**src/rtl/keyword_token_lexer_defines.svh**
```systemverilog
// Assertion macros for the lexer RTL.
`ifndef KEYWORD_TOKEN_LEXER_DEFINES_SVH
`define KEYWORD_TOKEN_LEXER_DEFINES_SVH

// Property that must hold at every clock edge outside reset.
`define KTL_ASSERT_ALWAYS(label, clk, rst_n, cond) \
    label: assert property (@(posedge clk) disable iff (!rst_n) (cond)) \
        else $error("ktl assertion failed");

// Same-cycle implication.
`define KTL_ASSERT_IMPL(label, clk, rst_n, ante, cons) \
    label: assert property (@(posedge clk) disable iff (!rst_n) (ante) |-> (cons)) \
        else $error("ktl assertion failed");

// Next-cycle implication.
`define KTL_ASSERT_NEXT(label, clk, rst_n, ante, cons) \
    label: assert property (@(posedge clk) disable iff (!rst_n) (ante) |=> (cons)) \
        else $error("ktl assertion failed");

`endif

```
**src/rtl/ktl_pkg.sv**
```systemverilog
`timescale 1ns / 1ps
`default_nettype none

package ktl_pkg;

    localparam int KEEP_CHARS = 7;
    localparam int KW_COUNT   = 12;
    localparam int MAX_LEN    = 8;
    localparam int FIFO_DEPTH = 4;
    localparam int PTR_W      = $clog2(FIFO_DEPTH);

    localparam logic [7:0] CH_DASH  = "-";
    localparam logic [7:0] CH_UNDER = "_";
    localparam logic [7:0] CH_AT    = "@";
    localparam logic [7:0] CH_DOT   = ".";
    localparam logic [7:0] CH_OPEN  = "(";
    localparam logic [7:0] CH_CLOSE = ")";
    localparam logic [7:0] CH_COMMA = ",";
    localparam logic [7:0] CH_SPACE = " ";

    // byte 0 is the first character of the word
    typedef logic [KEEP_CHARS-1:0][7:0] t_chars;

    typedef enum logic [4:0] {
        KIND_WORD_CHAR = 5'd0,
        KIND_SELECT    = 5'd1,
        KIND_CREATE    = 5'd2,
        KIND_TABLE     = 5'd3,
        KIND_INSERT    = 5'd4,
        KIND_INTO      = 5'd5,
        KIND_SHOW      = 5'd6,
        KIND_ENTRIES   = 5'd7,
        KIND_FROM      = 5'd8,
        KIND_DROP      = 5'd9,
        KIND_INT       = 5'd10,
        KIND_STRING    = 5'd11,
        KIND_BOOL      = 5'd12,
        KIND_IDENT     = 5'd13,
        KIND_OPEN      = 5'd14,
        KIND_CLOSE     = 5'd15,
        KIND_COMMA     = 5'd16,
        KIND_ERROR     = 5'd17
    } t_kind;

    typedef struct packed {
        t_chars     recent;
        logic [3:0] len;
        logic       in_word;
        logic       halted;
    } t_lex_state;

    typedef struct packed {
        t_kind      kind;
        logic [7:0] char_value;
    } t_token;

    typedef struct packed {
        t_token tok;
        logic   last;
    } t_result;

    typedef struct packed {
        t_token     first;
        t_token     second;
        logic [1:0] count;
        t_lex_state next_state;
    } t_step;

    // upper-case keywords, zero padded; entry k gives kind k+1
    localparam t_chars KW_UPPER [KW_COUNT] = '{
        {8'h00, "T", "C", "E", "L", "E", "S"},
        {8'h00, "E", "T", "A", "E", "R", "C"},
        {8'h00, 8'h00, "E", "L", "B", "A", "T"},
        {8'h00, "T", "R", "E", "S", "N", "I"},
        {8'h00, 8'h00, 8'h00, "O", "T", "N", "I"},
        {8'h00, 8'h00, 8'h00, "W", "O", "H", "S"},
        {"S", "E", "I", "R", "T", "N", "E"},
        {8'h00, 8'h00, 8'h00, "M", "O", "R", "F"},
        {8'h00, 8'h00, 8'h00, "P", "O", "R", "D"},
        {8'h00, 8'h00, 8'h00, 8'h00, "T", "N", "I"},
        {8'h00, "G", "N", "I", "R", "T", "S"},
        {8'h00, 8'h00, 8'h00, "L", "O", "O", "B"}
    };

    // keywords hold letters only, so lower case is bit 5 set on each used byte
    function automatic t_chars to_lower(input t_chars s);
        t_chars r;
        for (int i = 0; i < KEEP_CHARS; i++) begin
            r[i] = (s[i] != 8'h00) ? (s[i] | 8'h20) : 8'h00;
        end
        return r;
    endfunction

endpackage

`default_nettype wire

```
**src/rtl/ktl_if.sv**
```systemverilog
`timescale 1ns / 1ps
`default_nettype none

interface ktl_in_if;
    logic       valid;
    logic       ready;
    logic [7:0] ch;
    logic       end_of_input;

    modport source (output valid, output ch, output end_of_input, input ready);
    modport sink   (input valid, input ch, input end_of_input, output ready);
endinterface

interface ktl_out_if;
    logic       valid;
    logic       ready;
    logic [4:0] kind;
    logic [7:0] char_value;
    logic       last_of_step;

    modport source (output valid, output kind, output char_value, output last_of_step,
                    input ready);
    modport sink   (input valid, input kind, input char_value, input last_of_step,
                    output ready);
endinterface

`default_nettype wire

```
**src/rtl/ktl_classify.sv**
```systemverilog
`timescale 1ns / 1ps
`default_nettype none

module ktl_classify (
    input  wire ktl_pkg::t_lex_state i_state,
    input  wire logic [7:0]          i_ch,
    input  wire logic                i_eoi,
    output ktl_pkg::t_step           o_step
);

    ktl_pkg::t_kind     w_word_kind;
    ktl_pkg::t_token    w_tok;
    logic               w_has_tok;
    logic               w_alnum;
    logic               w_wordc;
    logic               w_err;

    always_comb begin
        w_alnum = ((i_ch >= "0") && (i_ch <= "9")) || ((i_ch >= "A") && (i_ch <= "Z")) ||
                  ((i_ch >= "a") && (i_ch <= "z"));
        w_wordc = w_alnum || (i_ch == ktl_pkg::CH_DASH) || (i_ch == ktl_pkg::CH_UNDER) ||
                  (i_ch == ktl_pkg::CH_AT) || (i_ch == ktl_pkg::CH_DOT);
    end

    // bytes past the word length are always zero, so a padded compare is exact
    always_comb begin
        w_word_kind = ktl_pkg::KIND_IDENT;
        for (int k = 0; k < ktl_pkg::KW_COUNT; k++) begin
            if ((i_state.len < 4'(ktl_pkg::MAX_LEN)) &&
                ((i_state.recent == ktl_pkg::KW_UPPER[k]) ||
                 (i_state.recent == ktl_pkg::to_lower(ktl_pkg::KW_UPPER[k])))) begin
                w_word_kind = ktl_pkg::t_kind'(5'(k + 1));
            end
        end
    end

    // token for a character that does not continue a word
    always_comb begin
        w_tok     = '{kind: ktl_pkg::KIND_WORD_CHAR, char_value: 8'h00};
        w_has_tok = 1'b1;
        w_err     = 1'b0;
        priority if (w_alnum) begin
            w_tok.char_value = i_ch;
        end else if (i_ch == ktl_pkg::CH_OPEN) begin
            w_tok.kind = ktl_pkg::KIND_OPEN;
        end else if (i_ch == ktl_pkg::CH_CLOSE) begin
            w_tok.kind = ktl_pkg::KIND_CLOSE;
        end else if (i_ch == ktl_pkg::CH_COMMA) begin
            w_tok.kind = ktl_pkg::KIND_COMMA;
        end else if (i_ch == ktl_pkg::CH_SPACE) begin
            w_has_tok = 1'b0;
        end else begin
            w_tok.kind = ktl_pkg::KIND_ERROR;
            w_err      = 1'b1;
        end
    end

    always_comb begin
        o_step            = '0;
        o_step.next_state = i_state;
        priority if (i_eoi) begin
            o_step.first.kind = w_word_kind;
            o_step.count      = {1'b0, i_state.in_word && !i_state.halted};
            o_step.next_state = '0;
        end else if (i_state.halted) begin
            o_step.count = 2'd0;
        end else if (i_state.in_word && w_wordc) begin
            o_step.first.char_value = i_ch;
            o_step.count            = 2'd1;
            for (int i = 0; i < ktl_pkg::KEEP_CHARS; i++) begin
                if (i_state.len == 4'(i)) begin
                    o_step.next_state.recent[i] = i_ch;
                end
            end
            if (i_state.len < 4'(ktl_pkg::MAX_LEN)) begin
                o_step.next_state.len = i_state.len + 4'd1;
            end
        end else begin
            // word kind first, then the character's own token
            if (i_state.in_word) begin
                o_step.first.kind = w_word_kind;
                o_step.second     = w_tok;
            end else begin
                o_step.first = w_tok;
            end
            o_step.count      = 2'({1'b0, i_state.in_word}) + 2'({1'b0, w_has_tok});
            o_step.next_state = '0;
            if (w_alnum) begin
                o_step.next_state.in_word   = 1'b1;
                o_step.next_state.len       = 4'd1;
                o_step.next_state.recent[0] = i_ch;
            end
            o_step.next_state.halted = w_err;
        end
    end

endmodule

`default_nettype wire

```
**src/rtl/ktl_result_fifo.sv**
```systemverilog
`timescale 1ns / 1ps
`default_nettype none

module ktl_result_fifo (
    input  wire logic               i_clk,
    input  wire logic               i_rst_n,
    input  wire logic [1:0]         i_push_count,
    input  wire ktl_pkg::t_token    i_first,
    input  wire ktl_pkg::t_token    i_second,
    input  wire logic               i_pop,
    output logic                    o_room,
    output logic                    o_valid,
    output ktl_pkg::t_result        o_result
);

    ktl_pkg::t_result               r_mem [ktl_pkg::FIFO_DEPTH];
    logic [ktl_pkg::PTR_W-1:0]      r_wr;
    logic [ktl_pkg::PTR_W-1:0]      r_rd;
    logic [ktl_pkg::PTR_W:0]        r_count;
    logic [ktl_pkg::PTR_W-1:0]      n_wr;
    logic [ktl_pkg::PTR_W-1:0]      n_rd;
    logic [ktl_pkg::PTR_W:0]        n_count;
    logic                           w_pop;

    assign o_valid  = (r_count != '0);
    assign o_result = r_mem[r_rd];
    // room for a full two-result step
    assign o_room   = (r_count <= (ktl_pkg::PTR_W + 1)'(ktl_pkg::FIFO_DEPTH - 2));
    assign w_pop    = i_pop && o_valid;

    always_comb begin
        n_wr    = r_wr + ktl_pkg::PTR_W'(i_push_count);
        n_rd    = r_rd + ktl_pkg::PTR_W'(w_pop);
        n_count = r_count + (ktl_pkg::PTR_W + 1)'(i_push_count)
                - (ktl_pkg::PTR_W + 1)'(w_pop);
    end

    always_ff @(posedge i_clk) begin
        if (!i_rst_n) begin
            r_wr    <= '0;
            r_rd    <= '0;
            r_count <= '0;
        end else begin
            r_wr    <= n_wr;
            r_rd    <= n_rd;
            r_count <= n_count;
        end
    end

    always_ff @(posedge i_clk) begin
        if (i_push_count != 2'd0) begin
            r_mem[r_wr] <= '{tok: i_first, last: (i_push_count == 2'd1)};
        end
        if (i_push_count == 2'd2) begin
            r_mem[r_wr + ktl_pkg::PTR_W'(1)] <= '{tok: i_second, last: 1'b1};
        end
    end

endmodule

`default_nettype wire

```
**src/rtl/keyword_token_lexer.sv**
```systemverilog
// An accepted input beat is held in the input stage, then its results enter the result
// queue. Throughput: one input beat per cycle while results drain at one beat per cycle
// and the queue has room for both results; a beat that ends a word yields two results,
// so the single result port sets the pace. Reset (i_rst_n low, synchronous): word state,
// halt flag, input stage and result queue are cleared; no beats are pending afterwards.
`timescale 1ns / 1ps
`default_nettype none

`include "keyword_token_lexer_defines.svh"

module keyword_token_lexer (
    input  wire logic   i_clk,
    input  wire logic   i_rst_n,
    ktl_in_if.sink      i_in,
    ktl_out_if.source   o_out
);

    // input register stage
    logic               r_in_valid;
    logic [7:0]         r_in_ch;
    logic               r_in_eoi;

    // lexer state: first seven chars, saturating length, word-open and halt flags
    ktl_pkg::t_lex_state r_state;

    ktl_pkg::t_step     w_step;
    ktl_pkg::t_result   w_head;
    logic               w_room;
    logic               w_adv;

    // an item is processed only when the queue can take both of its results
    assign w_adv      = r_in_valid && w_room;
    assign i_in.ready = !r_in_valid || w_adv;

    always_ff @(posedge i_clk) begin
        if (!i_rst_n) begin
            r_in_valid <= 1'b0;
        end else if (i_in.ready) begin
            r_in_valid <= i_in.valid;
        end
    end

    always_ff @(posedge i_clk) begin
        if (i_in.ready && i_in.valid) begin
            r_in_ch  <= i_in.ch;
            r_in_eoi <= i_in.end_of_input;
        end
    end

    // word match, token selection and next-state logic
    ktl_classify u_classify (
        .i_state (r_state),
        .i_ch    (r_in_ch),
        .i_eoi   (r_in_eoi),
        .o_step  (w_step)
    );

    always_ff @(posedge i_clk) begin
        if (!i_rst_n) begin
            r_state <= '0;
        end else if (w_adv) begin
            r_state <= w_step.next_state;
        end
    end

    // result queue decouples the output beat from the input side
    ktl_result_fifo u_fifo (
        .i_clk        (i_clk),
        .i_rst_n      (i_rst_n),
        .i_push_count (w_adv ? w_step.count : 2'd0),
        .i_first      (w_step.first),
        .i_second     (w_step.second),
        .i_pop        (o_out.ready),
        .o_room       (w_room),
        .o_valid      (o_out.valid),
        .o_result     (w_head)
    );

    assign o_out.kind         = w_head.tok.kind;
    assign o_out.char_value   = w_head.tok.char_value;
    assign o_out.last_of_step = w_head.last;

    // a halt always closes the open word
    `KTL_ASSERT_IMPL(a_halt_no_word, i_clk, i_rst_n, r_state.halted, !r_state.in_word)
    // length is nonzero exactly while a word is open
    `KTL_ASSERT_ALWAYS(a_len_word, i_clk, i_rst_n, r_state.in_word == (r_state.len != 4'd0))
    // end of input leaves the state cleared
    `KTL_ASSERT_NEXT(a_eoi_clear, i_clk, i_rst_n, w_adv && r_in_eoi,
        !r_state.in_word && !r_state.halted && (r_state.len == 4'd0))
    // the length never goes past its saturation point
    `KTL_ASSERT_ALWAYS(a_len_sat, i_clk, i_rst_n, r_state.len <= 4'(ktl_pkg::MAX_LEN))

endmodule

`default_nettype wire

```
**src/flat_wrapper.sv**
```systemverilog
// flat-port wrapper written by rule: the top's interface ports become plain ports
module keyword_token_lexer_flat 
  (i_clk, i_rst_n, i_in_valid, i_in_ch, i_in_end_of_input, i_in_ready, o_out_valid, o_out_kind, o_out_char_value, o_out_last_of_step, o_out_ready);
  ktl_in_if i_in_i ();
  ktl_out_if o_out_i ();
  input  wire logic i_clk;
  input  wire logic i_rst_n;
  input wire logic [$bits(i_in_i.valid)-1:0] i_in_valid;
  input wire logic [$bits(i_in_i.ch)-1:0] i_in_ch;
  input wire logic [$bits(i_in_i.end_of_input)-1:0] i_in_end_of_input;
  output wire logic [$bits(i_in_i.ready)-1:0] i_in_ready;
  output wire logic [$bits(o_out_i.valid)-1:0] o_out_valid;
  output wire logic [$bits(o_out_i.kind)-1:0] o_out_kind;
  output wire logic [$bits(o_out_i.char_value)-1:0] o_out_char_value;
  output wire logic [$bits(o_out_i.last_of_step)-1:0] o_out_last_of_step;
  input wire logic [$bits(o_out_i.ready)-1:0] o_out_ready;
  assign i_in_i.valid = i_in_valid;
  assign i_in_i.ch = i_in_ch;
  assign i_in_i.end_of_input = i_in_end_of_input;
  assign i_in_ready = i_in_i.ready;
  assign o_out_valid = o_out_i.valid;
  assign o_out_kind = o_out_i.kind;
  assign o_out_char_value = o_out_i.char_value;
  assign o_out_last_of_step = o_out_i.last_of_step;
  assign o_out_i.ready = o_out_ready;
  keyword_token_lexer u_core (.i_clk(i_clk), .i_rst_n(i_rst_n), .i_in(i_in_i), .o_out(o_out_i));
endmodule
```
**config.mk**
```make
export PLATFORM = sky130hd
export DESIGN_NAME = keyword_token_lexer_flat
export DESIGN_NICKNAME = d
export VERILOG_FILES = /design/src/rtl/ktl_pkg.sv /design/src/rtl/ktl_if.sv /design/src/rtl/ktl_classify.sv /design/src/rtl/ktl_result_fifo.sv /design/src/rtl/keyword_token_lexer.sv /design/src/flat_wrapper.sv
export VERILOG_INCLUDE_DIRS = /design/src /design/src/rtl
export SDC_FILE = /design/constraint.sdc
export NUM_CORES = 1
export LEC_CHECK = 0
export ABC_CLOCK_PERIOD_IN_PS = 4200
export BUFFER_PORTS_ARGS = -buffer_cell sky130_fd_sc_hd__buf_2
export CORE_UTILIZATION = 55
export CTS_BUF_LIST = sky130_fd_sc_hd__clkbuf_8 sky130_fd_sc_hd__clkbuf_16
export DETAILED_ROUTE_END_ITERATION = 10
export GPL_ROUTABILITY_DRIVEN = 0
export HOLD_SLACK_MARGIN = 0.05
export MAX_ROUTING_LAYER = met4
export PLACE_DENSITY = 0.68
export SLEW_MARGIN = 30
export SYNTH_ARGS = -nofsm -noshare
export SYNTH_HDL_FRONTEND = slang
export SYNTH_HIERARCHICAL = 1
export SYNTH_SLANG_ARGS = --single-unit
```
**constraint.sdc**
```tcl
create_clock -name i_clk -period 4.2 [get_ports i_clk]
set_clock_uncertainty 0.05 [all_clocks]
set_input_delay 0.21 -clock i_clk [delete_from_list [all_inputs] [get_ports i_clk]]
set_output_delay 0.21 -clock i_clk [all_outputs]
set_load 0.01 [all_outputs]
```
==> results_dict.tcl <==
set metrics [dict create \
    place_ws_ns 0.134 \
    cts_tree "done" \
    wl_mm 23.2 \
    crit_path_start "u_core/r_in_ch[4]" \
    critPathCaptureType "flop" \
    status "complete, no violations" \
    dieArea_um2 15800 \
    core_um2 14800 \
    start_util_pct 57.1 \
    fmax_ghz 0.255 \
    setup_tns_ns 0 \
    peakVddDrop_mv 0.299 \
    leakage_nw 3.07 \
    synth.area.top_cells "edfxtp_1, dfxtp_1, a22o_1, nand4_1, nand2_1" \
    die_h_um 126 \
    dp_hpwl_mm 15.3 \
    yosysTopAreaCellShare_pct 21.8 \
    postRouteAntennaNets 0 \
    avgSynthCellArea_um2 9.68 \
    cp.required_ns 4.21 \
    yosysWarningCount 6 \
    worstPathArrival_ns 3.92 \
    grtUsageTotal_pct 31.2 \
    setup_ws_ns 0.286 \
    grt_max_degree 88 \
    start_kind "flop" \
    crit_type "flop to flop" \
    grt_overflow 0 \
    syn_area_um2 8420 \
    yosys.area.top_type "edfxtp_1" \
    hp-start "o_out_ready" \
    cts.root.buffer_cell "clkbuf_16" \
    synth_seq_cells 135 \
    wl_per_cell_um 21.7 \
    synth_cell_types 83 \
    fin_nets 896 \
    drcViolationCount 0 \
    hold_viol 0 \
    holdPathStages 4 \
    clk_pin_slew_worst_paths_ns 0.06 \
    die_w_um 126 \
    antenna_found_initial 0 \
    power_density_nw_per_um2 407 \
    portBuffers 28 \
    clk_latency_ns 0.43 \
    cp_max_fo 14 \
    syn_inst 870 \
    setup_viol 0 \
    fill_cells 1222 \
    vias 7437 \
    drtIter0Drc 939 \
    synthFlopType "dfxtp_1" \
    fin_crit_sh_pct 93.2 \
    synth_edf_count 61 \
    synthTopCellsByCount "nand2_1, nand4_1, a22o_1, dfxtp_1" \
    holdCritPathClass "input pin to flop" \
    min_to "u_core/u_fifo/r_rd[0]" \
    drive_above_1_share_pct 14.8 \
    numCtsBuffers 17 \
    antennaDiodeCount 0 \
    area_growth_pct 8.44 \
    htreeDepth 4 \
    hold_ws_ns 0.178 \
    synth_seq_area_share_pct 39.3 \
    tightest_slew_ns 1.06 \
    reg2reg_depth 10 \
    grt_first_pass_wirelength_mm 37.1 \
    rrSetupSlack_ns 0.29 \
    rsz0062_at_grt "false" \
    r2r_start "u_core/r_in_ch[4]" \
    drv_slew 0 \
    ioPinCount 29 \
    grt_pass1_vias 7052 \
    cts_buffer_depth 2 \
    ys_async_sr_fraction_pct 0 \
    clock_sinks 135 \
    firstDrtPassIters 8 \
    post-synth-top-count-cell "nand2_1" \
    finalWorstPathRequiredPeriod_ns 3.91 \
    r2r_end "u_core/u_fifo/r_mem[2][12]" \
    slew_headroom_pct 28.2 \
    fp-row-count 44 \
    viasPerCell 6.94 \
    drv_cap 0 \
]
worst max-delay path by stage:
stage,to,slack [ns]
final,u_core/u_fifo/r_mem[2][12],0.29
after floorplan,u_core/u_fifo/r_count[2],0.79
after global routing,u_core/u_fifo/r_mem[2][13],0.14
after detailed placement,u_core/u_fifo/r_mem[0][8],0.13
after global placement,u_core/u_fifo/r_mem[0][8],0.22
after CTS,u_core/u_fifo/r_mem[0][13],0.11
through the flow:
stage	instances	area, µm²	util [%]	total power, mW
final	1071	9130	61.9	3.71
after global placement	1029	8440	57.2	2.20
after CTS	1071	9130	61.9	3.71
after floorplan	878	8450	-	2.06
after global routing	1071	9130	61.9	3.85
after detailed placement	1029	8440	57.2	2.22
layer usage:
metal	wire length [µm]	share of wire, %	vias up	GRT usage, %
li1	-	-	3394	-
met1	9440	41	3577	37.6
met2	11100	48	370	49.9
met3	1690	7.3	96	6.50
met4	1020	4.4	0	15.1
met5	0	0	-	-
power breakdown:
| part | leakage, nW | internal (mW) | switching (mW) |
|---|---|---|---|
| combinational | 1.60 | 0.276 | 0.406 |
| clock | 0.288 | 0.923 | 0.584 |
| sequential | 1.18 | 1.42 | 0.103 |
| total | 3.07 | 2.62 | 1.09 |
state kept, by name, indices dropped and copies added (netlist names):
signal and count:
u_core/r_in_ch 8, u_core/r_in_eoi 1, u_core/r_in_valid 1, u_core/r_state 62, u_core/u_fifo/r_count 3, u_core/u_fifo/r_mem 56
u_core/u_fifo/r_rd 2, u_core/u_fifo/r_wr 2
cell families (layout without fill, tap and decap cells):
family / count (synthesis) / after routing / share of synthesized area [%]
xor+xnor: 7 / 7 / 0.728
buf+inv: 96 / 105 / 7.28
mux: 18 / 18 / 4.22
simple gates: 371 / 371 / 26.2
compound gates: 233 / 233 / 20.8
fa+ha+maj: 9 / 9 / 1.43
flops: 135 / 135 / 39.3
other cells: 1 / 9 / 0.0445
layout make-up:
type	instances	area (µm²)	share of cell area, %
Multi-Input combinational cell	647	4550	49.8
Sequential cell	135	3320	36.3
Clock buffer	17	425	4.66
Timing Repair Buffer	59	400	4.38
Tap cell	184	230	2.52
Clock inverter	15	163	1.78
Inverter	14	52.6	0.575
critical path, stage by stage (launching register included):
cell,delay [ns]
edfxtp_1,0.38
or4_4,0.57
nor4_1,0.48
inv_1,0.11
ha_1,0.30
nand2b_1,0.05
a21oi_1,0.13
and3_1,0.24
nor2_4,0.08
nor2_2,0.53
or2_1,0.61
repair_timing:
item	CTS	global route
resized for setup	0	0
hold endpoints to repair	10	0
setup buffers	0	0
hold buffers	10	0
cells in the final DEF, fill, tap and decap left out, types with 5 or more instances in the layout:
| master | count |
|---|---|
| nand2_1 | 94 |
| a32o_1 | 14 |
| conb_1 | 9 |
| nor2_1 | 22 |
| nor3b_1 | 6 |
| and2_1 | 24 |
| nor3_1 | 10 |
| ha_1 | 8 |
| nand3_1 | 18 |
| and3b_1 | 8 |
| xnor2_1 | 6 |
| mux4_2 | 14 |
| buf_2 | 27 |
| edfxtp_1 | 61 |
| nand4_1 | 84 |
| nor4b_1 | 8 |
| nor2b_1 | 11 |
| o21ai_1 | 61 |
| nand2b_1 | 10 |
| o21ai_0 | 8 |
| a32oi_1 | 5 |
| a21oi_1 | 13 |
| a22o_1 | 75 |
| clkbuf_16 | 17 |
| nor4_1 | 15 |
| and4b_1 | 5 |
| buf_4 | 22 |
| dlygate4sd3_1 | 10 |
| nor4bb_1 | 5 |
| nor2_2 | 7 |
| o2bb2ai_1 | 14 |
| and3_1 | 8 |
| inv_1 | 16 |
| dfxtp_1 | 72 |
Note: power is estimated with default switching activity, not from simulation.
